### src/hdl/fmpf_pkg.sv
// Shared types, constants and codes of the first-match packet filter.
`default_nettype none

package fmpf_pkg;

	// Default number of rule slots.
	localparam int RULE_SLOTS_DEFAULT = 8;

	// A write item addresses at most this many entries, because its index field is three bits.
	localparam int INDEX_REACH = 8;

	// Largest rule count that the four-bit register can hold.
	localparam int COUNT_MAX = 15;
	localparam int COUNT_W   = 4;

	localparam logic [3:0] IPV4_VERSION = 4'd4;
	localparam logic [7:0] TCP_PROTOCOL = 8'd6;
	localparam logic [6:0] PORT_BYTES   = 7'd4;

	// Request operation codes.
	localparam logic OP_CLASSIFY = 1'b0;
	localparam logic OP_WRITE    = 1'b1;

	// Verdict outcome codes.
	localparam logic [1:0] OUTCOME_NOT_IPV4  = 2'd0;
	localparam logic [1:0] OUTCOME_TRUNCATED = 2'd1;
	localparam logic [1:0] OUTCOME_MATCHED   = 2'd2;
	localparam logic [1:0] OUTCOME_NO_MATCH  = 2'd3;

	typedef struct packed {
		logic        operation;
		logic [2:0]  rule_index;
		logic [3:0]  version;
		logic [3:0]  header_words;
		logic [15:0] first_len;
		logic [7:0]  protocol;
		logic [31:0] src_addr;
		logic [31:0] dst_addr;
		logic [15:0] src_port_field;
		logic [15:0] dst_port_field;
		logic        deny_flag;
	} item_t;

	typedef struct packed {
		logic       deny;
		logic [1:0] outcome;
		logic [2:0] rule_number;
	} result_t;

	typedef struct packed {
		logic [7:0]  proto;
		logic [31:0] src;
		logic [31:0] dst;
		logic [15:0] sport;
		logic [15:0] dport;
		logic        deny;
	} rule_t;

	// Which verdict the datapath records.
	typedef enum logic {
		RES_HEADER = 1'b0,
		RES_SCAN   = 1'b1
	} res_sel_t;

	typedef struct packed {
		logic     capture;
		logic     table_wr;
		logic     step_ptr;
		logic     res_load;
		res_sel_t res_sel;
		logic     out_load;
	} ctrl_cmd_t;

	typedef struct packed {
		logic item_write;
		logic header_ok;
		logic scan_empty;
		logic hit;
		logic last;
		logic out_free;
	} ctrl_status_t;

endpackage

`default_nettype wire

### src/hdl/fmpf_ctrl.sv
// Sequencer of the packet filter: accept, header check, rule scan, result hand-off.
`default_nettype none

module fmpf_ctrl (
	input  wire logic                  clk,
	input  wire logic                  arst_n,
	input  wire logic                  item_valid,
	output logic                       item_ready,
	input  wire fmpf_pkg::ctrl_status_t st,
	output fmpf_pkg::ctrl_cmd_t        cmd
);

	typedef enum logic [3:0] {
		ST_IDLE  = 4'b0001,
		ST_CHECK = 4'b0010,
		ST_SCAN  = 4'b0100,
		ST_EMIT  = 4'b1000
	} state_t;

	state_t state_q;
	state_t state_d;

	always_ff @(posedge clk or negedge arst_n) begin
		if (!arst_n) begin
			state_q <= ST_IDLE;
		end else begin
			state_q <= state_d;
		end
	end

	always_comb begin
		state_d     = state_q;
		item_ready  = 1'b0;
		cmd         = '0;
		cmd.res_sel = fmpf_pkg::RES_HEADER;
		unique case (state_q)
			ST_IDLE: begin
				item_ready = 1'b1;
				if (item_valid) begin
					cmd.capture = 1'b1;
					if (st.item_write) begin
						cmd.table_wr = 1'b1;
					end else begin
						state_d = ST_CHECK;
					end
				end
			end
			ST_CHECK: begin
				if (!st.header_ok || st.scan_empty) begin
					cmd.res_load = 1'b1;
					cmd.res_sel  = fmpf_pkg::RES_HEADER;
					state_d      = ST_EMIT;
				end else begin
					state_d = ST_SCAN;
				end
			end
			ST_SCAN: begin
				if (st.hit || st.last) begin
					cmd.res_load = 1'b1;
					cmd.res_sel  = fmpf_pkg::RES_SCAN;
					state_d      = ST_EMIT;
				end else begin
					cmd.step_ptr = 1'b1;
				end
			end
			ST_EMIT: begin
				if (st.out_free) begin
					cmd.out_load = 1'b1;
					state_d      = ST_IDLE;
				end
			end
			default: begin
				state_d = ST_IDLE;
			end
		endcase
	end

endmodule

`default_nettype wire

### src/hdl/fmpf_dpath.sv
// Rule table, header checks, rule comparator, scan pointer and result registers.
`default_nettype none

module fmpf_dpath #(
	parameter int RULE_SLOTS = fmpf_pkg::RULE_SLOTS_DEFAULT
) (
	input  wire logic                                clk,
	input  wire logic                                arst_n,
	input  wire logic                                cfg_wr_en,
	input  wire logic [fmpf_pkg::COUNT_W-1:0]        cfg_wr_data,
	input  wire fmpf_pkg::item_t                     item,
	input  wire logic                                result_ready,
	output logic                                     result_valid,
	output fmpf_pkg::result_t                        result,
	input  wire fmpf_pkg::ctrl_cmd_t                 cmd,
	output fmpf_pkg::ctrl_status_t                   st
);

	// Only the entries a write can reach are stored; the rest stay all-wildcard allow rules.
	localparam int STORED   = (RULE_SLOTS < fmpf_pkg::INDEX_REACH) ?
		RULE_SLOTS : fmpf_pkg::INDEX_REACH;
	localparam int MAX_SCAN = (RULE_SLOTS < fmpf_pkg::COUNT_MAX) ?
		RULE_SLOTS : fmpf_pkg::COUNT_MAX;
	localparam int SCAN_W   = $clog2(MAX_SCAN + 1);
	localparam int IDX_W    = (STORED > 1) ? $clog2(STORED) : 1;

	fmpf_pkg::rule_t                table_q [STORED];
	fmpf_pkg::item_t                hdr_q;
	logic [fmpf_pkg::COUNT_W-1:0]   rule_count_q;
	logic [SCAN_W-1:0]              ptr_q;
	logic [SCAN_W-1:0]              ptr_inc;
	logic [SCAN_W-1:0]              limit;
	fmpf_pkg::result_t              res_q;
	fmpf_pkg::result_t              out_q;
	logic                           out_valid_q;

	fmpf_pkg::rule_t                cur;
	fmpf_pkg::result_t              header_res;
	fmpf_pkg::result_t              scan_res;
	logic                           ver_bad;
	logic                           trunc;
	logic [6:0]                     need;
	logic [15:0]                    sport_eff;
	logic [15:0]                    dport_eff;
	logic                           hit;

	always_ff @(posedge clk or negedge arst_n) begin
		if (!arst_n) begin
			for (int i = 0; i < STORED; i++) begin
				table_q[i] <= '0;
			end
		end else if (cmd.table_wr && (32'(item.rule_index) < STORED)) begin
			table_q[item.rule_index[IDX_W-1:0]] <= '{
				proto: item.protocol,
				src:   item.src_addr,
				dst:   item.dst_addr,
				sport: item.src_port_field,
				dport: item.dst_port_field,
				deny:  item.deny_flag
			};
		end
	end

	always_ff @(posedge clk or negedge arst_n) begin
		if (!arst_n) begin
			rule_count_q <= '0;
		end else if (cfg_wr_en) begin
			rule_count_q <= cfg_wr_data;
		end
	end

	always_ff @(posedge clk) begin
		if (cmd.capture) begin
			hdr_q <= item;
		end
	end

	always_ff @(posedge clk or negedge arst_n) begin
		if (!arst_n) begin
			ptr_q <= '0;
		end else if (cmd.capture) begin
			ptr_q <= '0;
		end else if (cmd.step_ptr) begin
			ptr_q <= ptr_inc;
		end
	end

	assign ptr_inc = ptr_q + SCAN_W'(1);

	always_comb begin
		if (32'(rule_count_q) > MAX_SCAN) begin
			limit = SCAN_W'(MAX_SCAN);
		end else begin
			limit = SCAN_W'(rule_count_q);
		end
	end

	// Header checks.
	assign ver_bad = hdr_q.version != fmpf_pkg::IPV4_VERSION;
	assign need    = {1'b0, hdr_q.header_words, 2'b00} + fmpf_pkg::PORT_BYTES;
	assign trunc   = 16'(need) > hdr_q.first_len;

	always_comb begin
		header_res = '0;
		if (ver_bad) begin
			header_res.outcome = fmpf_pkg::OUTCOME_NOT_IPV4;
		end else if (trunc) begin
			header_res.outcome = fmpf_pkg::OUTCOME_TRUNCATED;
		end else begin
			header_res.outcome = fmpf_pkg::OUTCOME_NO_MATCH;
		end
	end

	// Ports count only for TCP.
	assign sport_eff = (hdr_q.protocol == fmpf_pkg::TCP_PROTOCOL) ? hdr_q.src_port_field : '0;
	assign dport_eff = (hdr_q.protocol == fmpf_pkg::TCP_PROTOCOL) ? hdr_q.dst_port_field : '0;

	always_comb begin
		if (32'(ptr_q) < STORED) begin
			cur = table_q[ptr_q[IDX_W-1:0]];
		end else begin
			cur = '0;
		end
	end

	assign hit = ((cur.proto == '0) || (cur.proto == hdr_q.protocol)) &&
		((cur.src == '0) || (cur.src == hdr_q.src_addr)) &&
		((cur.dst == '0) || (cur.dst == hdr_q.dst_addr)) &&
		((cur.sport == '0) || (cur.sport == sport_eff)) &&
		((cur.dport == '0) || (cur.dport == dport_eff));

	always_comb begin
		scan_res = '0;
		if (hit) begin
			scan_res.deny        = cur.deny;
			scan_res.outcome     = fmpf_pkg::OUTCOME_MATCHED;
			scan_res.rule_number = 3'(ptr_q);
		end else begin
			scan_res.outcome = fmpf_pkg::OUTCOME_NO_MATCH;
		end
	end

	always_ff @(posedge clk) begin
		if (cmd.res_load) begin
			unique case (cmd.res_sel)
				fmpf_pkg::RES_HEADER: res_q <= header_res;
				fmpf_pkg::RES_SCAN:   res_q <= scan_res;
				default:              res_q <= header_res;
			endcase
		end
	end

	// Output register.
	always_ff @(posedge clk or negedge arst_n) begin
		if (!arst_n) begin
			out_valid_q <= 1'b0;
		end else if (cmd.out_load) begin
			out_valid_q <= 1'b1;
		end else if (result_ready) begin
			out_valid_q <= 1'b0;
		end
	end

	always_ff @(posedge clk) begin
		if (cmd.out_load) begin
			out_q <= res_q;
		end
	end

	assign result_valid = out_valid_q;
	assign result       = out_q;

	assign st.item_write = item.operation == fmpf_pkg::OP_WRITE;
	assign st.header_ok  = !ver_bad && !trunc;
	assign st.scan_empty = limit == '0;
	assign st.hit        = hit;
	assign st.last       = ptr_inc == limit;
	assign st.out_free   = !out_valid_q || result_ready;

endmodule

`default_nettype wire

### src/hdl/first_match_packet_filter.sv
// Top level of the first-match five-tuple packet filter.
//
//   Channel  | Signals                              | Direction | Content
//   ---------+--------------------------------------+-----------+--------------------------
//   item     | item_valid, item_ready, item         | in        | classify or rule write
//   result   | result_valid, result_ready, result   | out       | verdict per classify
//   config   | cfg_wr_en, cfg_wr_data               | in        | rule_count register
//
// A rule write request is accepted and written into the table at the same edge, and the
// block is ready again in the next cycle.
// A classify request passes the header check and then compares the rules, one rule per cycle
// through a single comparator, at most min(rule_count, RULE_SLOTS) of them, up to the first
// match; a header that is not IPv4 or is truncated, or an empty rule set, skips the scan.
// No new request is taken until the verdict is handed off to the output register.
// Reset clears the rule table to all-wildcard allow rules and rule_count to zero at once.
// A finished verdict waits in the output register; a stalled result holds the sequencer in
// its hand-off state only when a second verdict is ready before the first is taken.
`default_nettype none

module first_match_packet_filter #(
	parameter int RULE_SLOTS = fmpf_pkg::RULE_SLOTS_DEFAULT
) (
	input  wire logic                          clk,
	input  wire logic                          arst_n,
	input  wire logic                          cfg_wr_en,
	input  wire logic [fmpf_pkg::COUNT_W-1:0]  cfg_wr_data,
	input  wire logic                          item_valid,
	output logic                               item_ready,
	input  wire fmpf_pkg::item_t               item,
	output logic                               result_valid,
	input  wire logic                          result_ready,
	output fmpf_pkg::result_t                  result
);

	// Commands from the sequencer and status back from the datapath.
	fmpf_pkg::ctrl_cmd_t    cmd;
	fmpf_pkg::ctrl_status_t st;

	// The sequencer walks each classify request through header check, scan and hand-off.
	fmpf_ctrl u_ctrl (
		.clk        (clk),
		.arst_n     (arst_n),
		.item_valid (item_valid),
		.item_ready (item_ready),
		.st         (st),
		.cmd        (cmd)
	);

	// The datapath holds the rule table, the captured header and the verdict registers.
	fmpf_dpath #(
		.RULE_SLOTS (RULE_SLOTS)
	) u_dpath (
		.clk          (clk),
		.arst_n       (arst_n),
		.cfg_wr_en    (cfg_wr_en),
		.cfg_wr_data  (cfg_wr_data),
		.item         (item),
		.result_ready (result_ready),
		.result_valid (result_valid),
		.result       (result),
		.cmd          (cmd),
		.st           (st)
	);

`ifndef NO_ASSERTIONS
	// A classify request keeps the block busy in the following cycle.
	a_classify_busy: assert property (@(posedge clk) disable iff (!arst_n)
		(item_valid && item_ready && (item.operation == fmpf_pkg::OP_CLASSIFY))
		|=> !item_ready)
		else $error("ready right after a classify request");

	// The scan never steps past a matching rule.
	a_no_step_on_hit: assert property (@(posedge clk) disable iff (!arst_n)
		cmd.step_ptr |-> !st.hit)
		else $error("scan stepped past a matching rule");

	// A result appears only after the sequencer loads the output register.
	a_result_from_load: assert property (@(posedge clk) disable iff (!arst_n)
		$rose(result_valid) |-> $past(cmd.out_load))
		else $error("result shown without a load");

	// Table writes happen only on an accepted request.
	a_write_on_accept: assert property (@(posedge clk) disable iff (!arst_n)
		cmd.table_wr |-> (item_valid && item_ready))
		else $error("rule table written without an accepted request");
`endif

endmodule

`default_nettype wire

### config.mk
export PLATFORM = sky130hd
export DESIGN_NAME = first_match_packet_filter
export DESIGN_NICKNAME = d
export VERILOG_FILES = /design/src/hdl/fmpf_pkg.sv /design/src/hdl/fmpf_ctrl.sv /design/src/hdl/fmpf_dpath.sv /design/src/hdl/first_match_packet_filter.sv
export SDC_FILE = /design/constraint.sdc
export NUM_CORES = 1
export LEC_CHECK = 0
export BUFFER_PORTS_ARGS = -buffer_cell sky130_fd_sc_hd__buf_2
export CAP_MARGIN = 20
export CELL_PAD_IN_SITES_DETAIL_PLACEMENT = 1
export CELL_PAD_IN_SITES_GLOBAL_PLACEMENT = 2
export CORE_AREA = 2 2 341 343
export DETAILED_ROUTE_END_ITERATION = 12
export DIE_AREA = 0 0 343 345
export HOLD_SLACK_MARGIN = 0.06
export PLACE_DENSITY = 0.77
export SLEW_MARGIN = 10
export SYNTH_ARGS = -nofsm -noshare
export SYNTH_HDL_FRONTEND = slang
export SYNTH_SLANG_ARGS = --single-unit
### constraint.sdc
create_clock -name clk -period 6.8 [get_ports clk]
set_clock_uncertainty 0.1 [all_clocks]
set_input_delay 0.68 -clock clk [delete_from_list [all_inputs] [get_ports clk]]
set_output_delay 0.68 -clock clk [all_outputs]
set_load 0.05 [all_outputs]
* After elaboration in Yosys (flattened, before gate mapping)
Index checks and enable logic that the tools add are counted. W data, S select, Z words.
Storage, ports and cells: register bits 993, logic and storage cells 157
Operators by class: add/subtract/negate cells 2, $lt $le $gt $ge 6, equal/unequal tests 16, muxes and demuxes 37, bitwise operators 3, reductions and logical operators 27
Operator list (number):
- $bwmux W840 | 1
- $mux W105 | 4
- $bmux W105 S3 | 1
- $demux W105 S3 | 1
- $eq A32 B32 Y1 | 2
- $logic_not A32 Y1 | 2
- $eq A16 B16 Y1 | 2
- $logic_not A16 Y1 | 2
- $mux W16 | 2
- $mux W4 | 8
- $gt A7 B16 Y1 | 1
- $pmux W4 S4 | 1
- $mux W2 | 6
- $pmux W6 S2 | 1
- $mux W1 | 10
- $eq A8 B3 Y1 const B | 1
- $eq A8 B8 Y1 | 1
- $ge A4 B4 Y1 const B | 2
- $logic_not A8 Y1 | 1
- $logic_or A1 B1 Y1 | 8
- $not A3 Y4 | 2
- $add A6 B3 Y7 const B | 1
- $logic_and A1 B1 Y1 | 6
- $ne A2 B2 Y1 const B | 3
- 18 further kinds | 22

* Depth between registers and ports, before layout
Gate-level depths: netlist of the first run.
depth after elaboration 16, depth in mapped cells 16

* Hierarchy
From an unflattened synthesis of the first run, not the netlist that was laid out.
Second synthesis, totals: cells, all modules 3195, area total of the unflattened synthesis 46334.4 um^2
Modules (own cells, without submodules):
- fmpf_dpath | instances 1, cells each 3163, area each 46006.6 um^2, seq. area each 25449.4 um^2
- fmpf_ctrl | instances 1, cells each 32, area each 327.8 um^2, seq. area each 101.3 um^2

* Worst setup path before layout of the first run
OpenSTA, ideal clock, no wires.
path type register to register, start point register u_ctrl.state_q[1], end point register u_dpath.table_q[316] (netlist bit), data arrival time 6.874 ns, slack -0.299 ns, cell stages (with the launch flop) 9, cells stage by stage dfrtp_1 -> clkbuf_1 -> nor4b_1 -> nand2_1 -> inv_1 -> nand3_1 -> clkbuf_1 -> clkbuf_1 -> mux2_2
Between the ends: cells in the longest elaborated chain, start to end 2
RTL lines:
- start: declaration | RTL line fmpf_ctrl.sv:20 | state_t state_q;
- start signal: assignment | RTL line fmpf_ctrl.sv:27 | state_q <= state_d;
- $eq A4 B1 Y1 | RTL line fmpf_ctrl.sv:36 | unique case (state_q)
- $mux W2 | RTL line fmpf_ctrl.sv:36
- end signal: indexed assignment | RTL line fmpf_dpath.sv:53 | table_q[item.rule_index[IDX_W-1:0]] <= '{
- end: declaration | RTL line fmpf_dpath.sv:27 | fmpf_pkg::rule_t table_q [STORED];
No other way between the ends. A chain may end at the register's enable or synchronous reset.

==> results of run 1 <==
logic make-up after synthesis:
logic type      after synthesis
compound gates              207
xor+xnor                     78
fa+ha+maj                     7
buf+inv                     199
flops                       993
mux                        1131
simple gates                404
path summary, 6_finish.rpt:
path                             startpoint                      end  slack, ns
max                        u_dpath.ptr_q[0]         u_dpath.res_q[3]       1.26
min                          cfg_wr_data[3]  u_dpath.rule_count_q[3]       0.14
max reg2reg                u_dpath.ptr_q[0]         u_dpath.res_q[3]       1.26
min reg2reg                u_dpath.res_q[5]        u_dpath.result[5]       0.35
max in group asynchronous            arst_n       u_dpath.table_q[9]       4.44
min in group asynchronous            arst_n     u_dpath.table_q[775]       0.53
metal layers:
layer,up-vias,track usage,part of all wire,wire length (microns)
met5,-,0,0.00084,109
met1,15000,0.292,0.43,56100
met2,654,0.360,0.48,62900
met3,248,0.0436,0.052,6700
met4,18,0.0758,0.032,4090
li1,11800,-,-,-
cell type report:
class                           instances  area [sq um]  area share
Sequential cell                       993         25600       0.492
Timing Repair Buffer                  232          1610      0.0309
Inverter                               18          71.3     0.00137
Multi-Input combinational cell       1827         19100       0.368
Antenna cell                            7          17.5    0.000337
Tap cell                             1524          1910      0.0367
Clock inverter                         31           317     0.00609
Clock buffer                          173          3350      0.0645
placed cells by master, fill, tap and decap left out, types with 25 or more instances in the layout:
master and n:
clkbuf_16 114, clkbuf_1 31, buf_4 46, edfxtp_1 140, clkbuf_8 28, mux4_2 168
nor4_1 51, nand2_1 110, nor2_1 57, o21ai_0 38, a22oi_1 31, xor2_1 29
a21oi_1 50, dlygate4sd3_1 25, mux2_2 860, buf_2 148, dfrtp_1 848, nand4_1 26
nor3_1 33, mux2i_1 84, xnor2_1 49
power by group:
group	total, uW	internal [uW]	switching [uW]
logic	3070	1760	1310
registers	8290	7440	850
clock network	6010	3560	2450
total	17400	12800	4610
registers in the layout, indices dropped and copies added, names as in the netlist:
signal,cells
u_ctrl.state_q,4
u_dpath.res_q,6
u_dpath.ptr_q,4
u_dpath.hdr_q,128
u_dpath.result_valid,1
u_dpath.result,6
u_dpath.rule_count_q,4
u_dpath.table_q,840
cell usage after synthesis, drive strengths merged (3+ instances only):
library cell	count
o21ai	39
xor2	29
mux2	861
and2	9
a21boi	4
nand3	21
inv	17
a22oi	31
o211ai	4
xnor2	49
a211oi	10
a21oi	50
nor2	58
nor3	36
nand2b	10
o41ai	3
o22ai	19
a221oi	6
mux2i	87
nor2b	20
clkbuf	97
nor4b	7
nand4b	3
or4b	5
nor4	53
nor3b	6
ha	7
o21a	4
edfxtp	140
nand4	26
or3	15
o32ai	9
buf	84
a2111oi	8
o31ai	3
or4	13
dfrtp	852
mux4	183
and3	4
nand2	110
a31oi	6
metrics by stage:
stage	total power [uW]	hold slack, ns	utilization
after detailed placement	11400	0.334	0.417
after floorplan	10300	0.284	-
after global routing	18200	0.140	0.451
final	17400	0.145	0.452
after CTS	17500	0.107	0.451
after global placement	11100	0.333	0.417
worst register-to-register path: cells and delay by family, from the launching register on:
family | cells | cell delay [ns]
AOI/OAI and AO/OA | 6 | 2.29
and+or+nand+nor | 3 | 1.45
DFF | 1 | 0.83
buffers and inverters | 1 | 0.49
what timing repair did:
action                     in CTS  in global routing
hold endpoints to repair      118                  0
hold buffers                   25                  0
setup endpoints to repair       0                  0
==> results.cfg, run 1 <==
[synthesis]
ys_ff_latch = 993
synthFlopType = dfrtp_1
syn_area_sq_um = 45600
synth_cell_types = 75
ys_warn_count = 0
synth_cells = 3019
synth_edf_count = 140
synth-xor-area-share = 0.0150
synth_area_per_cell_sq_um = 15.1
synth-adder-area-share = 0.00192
synth_top_family_by_area = multiplexers
yosysSeqAreaShare = 0.560
yosys.area.top_type = dfrtp_1
async_flop_share = 0.859
yosys.area_share.simple = 0.0472
synth_compound_area_frac = 0.0300
synthTopCellsByArea = dfrtp_1 (47%), mux2_2 (21%), edfxtp_1 (9.2%), mux4_2 (8.3%), mux2i_1 (1.8%)
synth_fp_nets = 3168
yosysTopAreaCellShare = 0.467
synth.area.mux_share = 0.324

[clocking]
ctsResizeCount = 0
cts_max_path_buffers = 3
root_buffer = clkbuf_16
cts_sinks = 993
postCtsSetupBuffers = 0
path_clk_slew_ns = 0.06
clk_latency_ns = 0.70
cts_buffers = 108
htreeDepth = 3
cts_tree = built

[sta]
hold_viol = 0
tightestPinTransition_ns = 1.12
rsz0062_at_grt = no
min_period_over_period = 0.814
slew_headroom = 0.254
finalMaxSlewViolations = 0
post-route-min-period_ns = 5.54
finalSetupTns_ns = 0
fmax_mhz = 181
finalSetupViolCount = 0
final.setup.worst_slack_ns = 1.26

[critical_path]
crit_arrival_ns = 5.74
cp-end-kind = flip-flop
cp_slowest_stage_delay_ns = 0.83
startpoint_type = flip-flop
ff2ff_path_depth = 10
slowest_stage = dfrtp_4
crit_chain = inv_2, nor2_1, a22oi_1, nor3_1, o22ai_1, a311o_1, o31ai_1, nor2b_1, a21oi_1, o21ai_0
cp.depth = 10
worst-path-buf-inv = 1
worstPathMaxFanout = 28
worst-setup-path-type = reg2reg
cp.required_ns = 7.01
crit_family = compound AO/OA/AOI/OAI gates

[floorplan]
initial_utilization = 0.396
row_count = 125
die_width_microns = 343
die_area_sq_um = 118000
core_sq_um = 115000
ioPinCount = 150
fp.dieH_microns = 345

[layout]
layout.cells.non_filler = 4805
final_area_sq_um = 52000
area.growth.synth_to_final_pct = 13.9
layout.nets = 3329
nFillCells = 11300
drive_above_1_share = 0.440

[drt]
initialDrtViolationCount = 1787
wl_mm = 130
via_count = 27700
postRouteAntennaNets = 0
vias_per_cell = 5.77
drc = 0
firstDrtPassIters = 5
avgRoutedWirePerCell_microns = 27.0

[pwr]
cellPowerDensity_nw_per_um2 = 334
vdd_drop_max_mv = 0.206
leakage_uw = 0.0215

[place]
place_area_sq_um = 48000
place_ws_ns = 1.36
numPortBuffers = 149
dpl.cell_count = 4568
post-dp-hpwl_mm = 81.8
gp_congestion = 0.822

[global_route]
grt-ovfl-total = 0
grt_max_degree = 197
grt_first_pass_wirelength_mm = 198
grt_antenna_before_repair = 31
grt_usage = 0.220
grt_pass1_vias = 31100

[worst_hold_path]
whs_path_depth = 2
hold_path.class = in2reg

[job]
max_cap_viol_count = 0

[outcome]
outcome = completed
Power figures use the tool's default switching activity.
==> run 2: changes to the inputs <==
--- a/config.mk
+++ b/config.mk
@@ -13,7 +13,7 @@
 export DETAILED_ROUTE_END_ITERATION = 12
 export DIE_AREA = 0 0 343 345
 export HOLD_SLACK_MARGIN = 0.06
-export PLACE_DENSITY = 0.77
+export PLACE_DENSITY = 0.8
 export SLEW_MARGIN = 10
 export SYNTH_ARGS = -nofsm -noshare
 export SYNTH_HDL_FRONTEND = slang
==> constraint.sdc (replaced) <==
create_clock -name clk -period 5 [get_ports clk]
set_clock_uncertainty 0.1 [all_clocks]
set_input_delay 0.5 -clock clk [delete_from_list [all_inputs] [get_ports clk]]
set_output_delay 0.5 -clock clk [all_outputs]
set_load 0.05 [all_outputs]
==> run 2 against run 1 <==
Critical path depth up 3; non-clock buffer count grew 152; die area unchanged; register-to-register slack worse by 0.92 ns; worst setup slack got worse by 0.92 ns; core utilization grew 1.4 points; design area rose by 3.2%; clock power grew 39%; combinational power is 36% higher; via count rose by 1.2%; largest cell class unchanged; highest routed layer unchanged.
==> results.cfg, run 2 (synthesis results as in run 1) <==
[clocking]
cts_max_path_buffers = 3
clk_latency_ns = 0.69
postCtsSetupBuffers = 0
root_buffer = clkbuf_16
htreeDepth = 3
cts_tree = built
cts_buffers = 107
path_clk_slew_ns = 0.06
cts_sinks = 993

[pwr]
power_switching_uw = 6190
power_frac_clock = 0.352
p_comb_frac = 0.176
internal_power_uw = 17600
seq_power_share = 0.472
leakage_uw = 0.0223
cellPowerDensity_nw_per_um2 = 444
vdd_drop_max_mv = 0.296
swShare = 0.260

[floorplan]
row_count = 125
die_area_sq_um = 118000
fp.dieH_microns = 345
die_width_microns = 343
core_sq_um = 115000
initial_utilization = 0.396
ioPinCount = 150

[sta]
post-route-min-period_ns = 4.66
slew_headroom = 0.296
finalMaxSlewViolations = 0
tightestPinTransition_ns = 1.04
finalSetupTns_ns = 0
finalSetupViolCount = 0
rsz0062_at_grt = no
final.setup.worst_slack_ns = 0.341
fmax_mhz = 215
min_period_over_period = 0.932
hold_viol = 0

[critical_path]
worstPathMaxFanout = 30
cp_slowest_stage_delay_ns = 0.67
crit_family = simple AND/OR/NAND/NOR gates
worst-path-buf-inv = 4
crit_chain = buf_4, clkinv_2, buf_4, mux2i_1, or4b_1, a21oi_1, a41oi_1, or4_1, o31ai_2, and3_1, a21oi_1, o21ai_0, buf_4
cp.required_ns = 5.30
slowest_stage = dfrtp_4
crit_arrival_ns = 4.96
startpoint_type = flip-flop
cp-end-kind = flip-flop
worst-setup-path-type = reg2reg
cp_common_cell = buf_4

[layout]
nFillCells = 11400
layout.nets = 3480
layout.cells.non_filler = 4955
reg_top3 = u_dpath.table_q (840), u_dpath.hdr_q (128)
area.growth.synth_to_final_pct = 17.5
final_cell_mix = mux2_2 (860), dfrtp_1 (848), mux4_2 (168)
largest-register = u_dpath.table_q
largest_reg_flops = 840
mostFrequentLayoutCell = mux2_2
final_area_sq_um = 53600
drive_above_1_share = 0.432

[place]
gp_congestion = 0.786
numPortBuffers = 149
place_ws_ns = 0.415
post-dp-hpwl_mm = 78.2
place_area_sq_um = 48500
dpl.cell_count = 4608

[job]
max_cap_viol_count = 0

[drt]
wl_mm = 125
initialDrtViolationCount = 1610
vias_per_cell = 5.66
via_count = 28000
drc = 0
avgRoutedWirePerCell_microns = 25.3
firstDrtPassIters = 7
postRouteAntennaNets = 0

[global_route]
grt_antenna_before_repair = 18
grt-ovfl-total = 0
grt_max_degree = 131
grt_pass1_vias = 30900
grt_usage = 0.213
grt_first_pass_wirelength_mm = 194

[worst_hold_path]
hold_path.class = in2reg

[outcome]
outcome = completed
==> run 2: timing repair <==
item                                   CTS  global route
endpoints found under the hold margin  450             0
resized for setup                        0             0
hold buffers                           138             0
==> run 2: power by group through the flow <==
| stage | Clock, uW | Sequential, uW | Combinational [uW] |
|---|---|---|---|
| detailed placement | 0 | 11300 | 4100 |
| global placement | 0 | 11200 | 3950 |
| floorplan | 0 | 10900 | 3090 |
| CTS | 8560 | 11200 | 4240 |
| global route | 8890 | 11500 | 4570 |
| finish | 8380 | 11200 | 4190 |
==> run 2: final timing paths <==
path	depth (start not counted)	slack (ns)	endpoint	startpoint
worst min-delay path	1	0.10	u_dpath.hdr_q[95]	item[95]
worst min register to register	0	0.33	u_dpath.result[0]	u_dpath.res_q[0]
worst max register to register	13	0.34	u_dpath.res_q[2]	u_dpath.ptr_q[0]
max in group asynchronous	3	3.23	u_dpath.table_q[510]	arst_n
min in group asynchronous	2	0.35	u_dpath.table_q[163]	arst_n
worst max-delay path	13	0.34	u_dpath.res_q[2]	u_dpath.ptr_q[0]
==> run 2: cell type report <==
class / count / area, sq um / area share
Antenna cell: 8 / 20.0 / 0.000373
Inverter: 18 / 72.6 / 0.00135
Tap cell: 1524 / 1910 / 0.0356
Clock inverter: 44 / 528 / 0.00984
Multi-Input combinational cell: 1827 / 19100 / 0.357
Clock buffer: 157 / 3220 / 0.0601
Sequential cell: 993 / 25600 / 0.477
Timing Repair Buffer: 384 / 3180 / 0.0593
==> run 2: per-layer routing <==
metal | part of all wire | track usage | wire length (microns) | vias to the layer above
met5 | 0.00087 | 0 | 109 | -
met4 | 0.025 | 0.0627 | 3170 | 18
met3 | 0.044 | 0.0357 | 5540 | 212
met2 | 0.48 | 0.346 | 59800 | 562
met1 | 0.45 | 0.294 | 56700 | 15200
li1 | - | - | - | 12100
==> run 2: metrics by stage <==
step / hold slack (ns) / power, uW / util
floorplan: 0.104 / 14000 / -
global placement: 0.320 / 15200 / 0.421
detailed placement: 0.315 / 15400 / 0.421
CTS: 0.0648 / 24000 / 0.466
global route: 0.0810 / 24900 / 0.466
finish: 0.104 / 23800 / 0.466
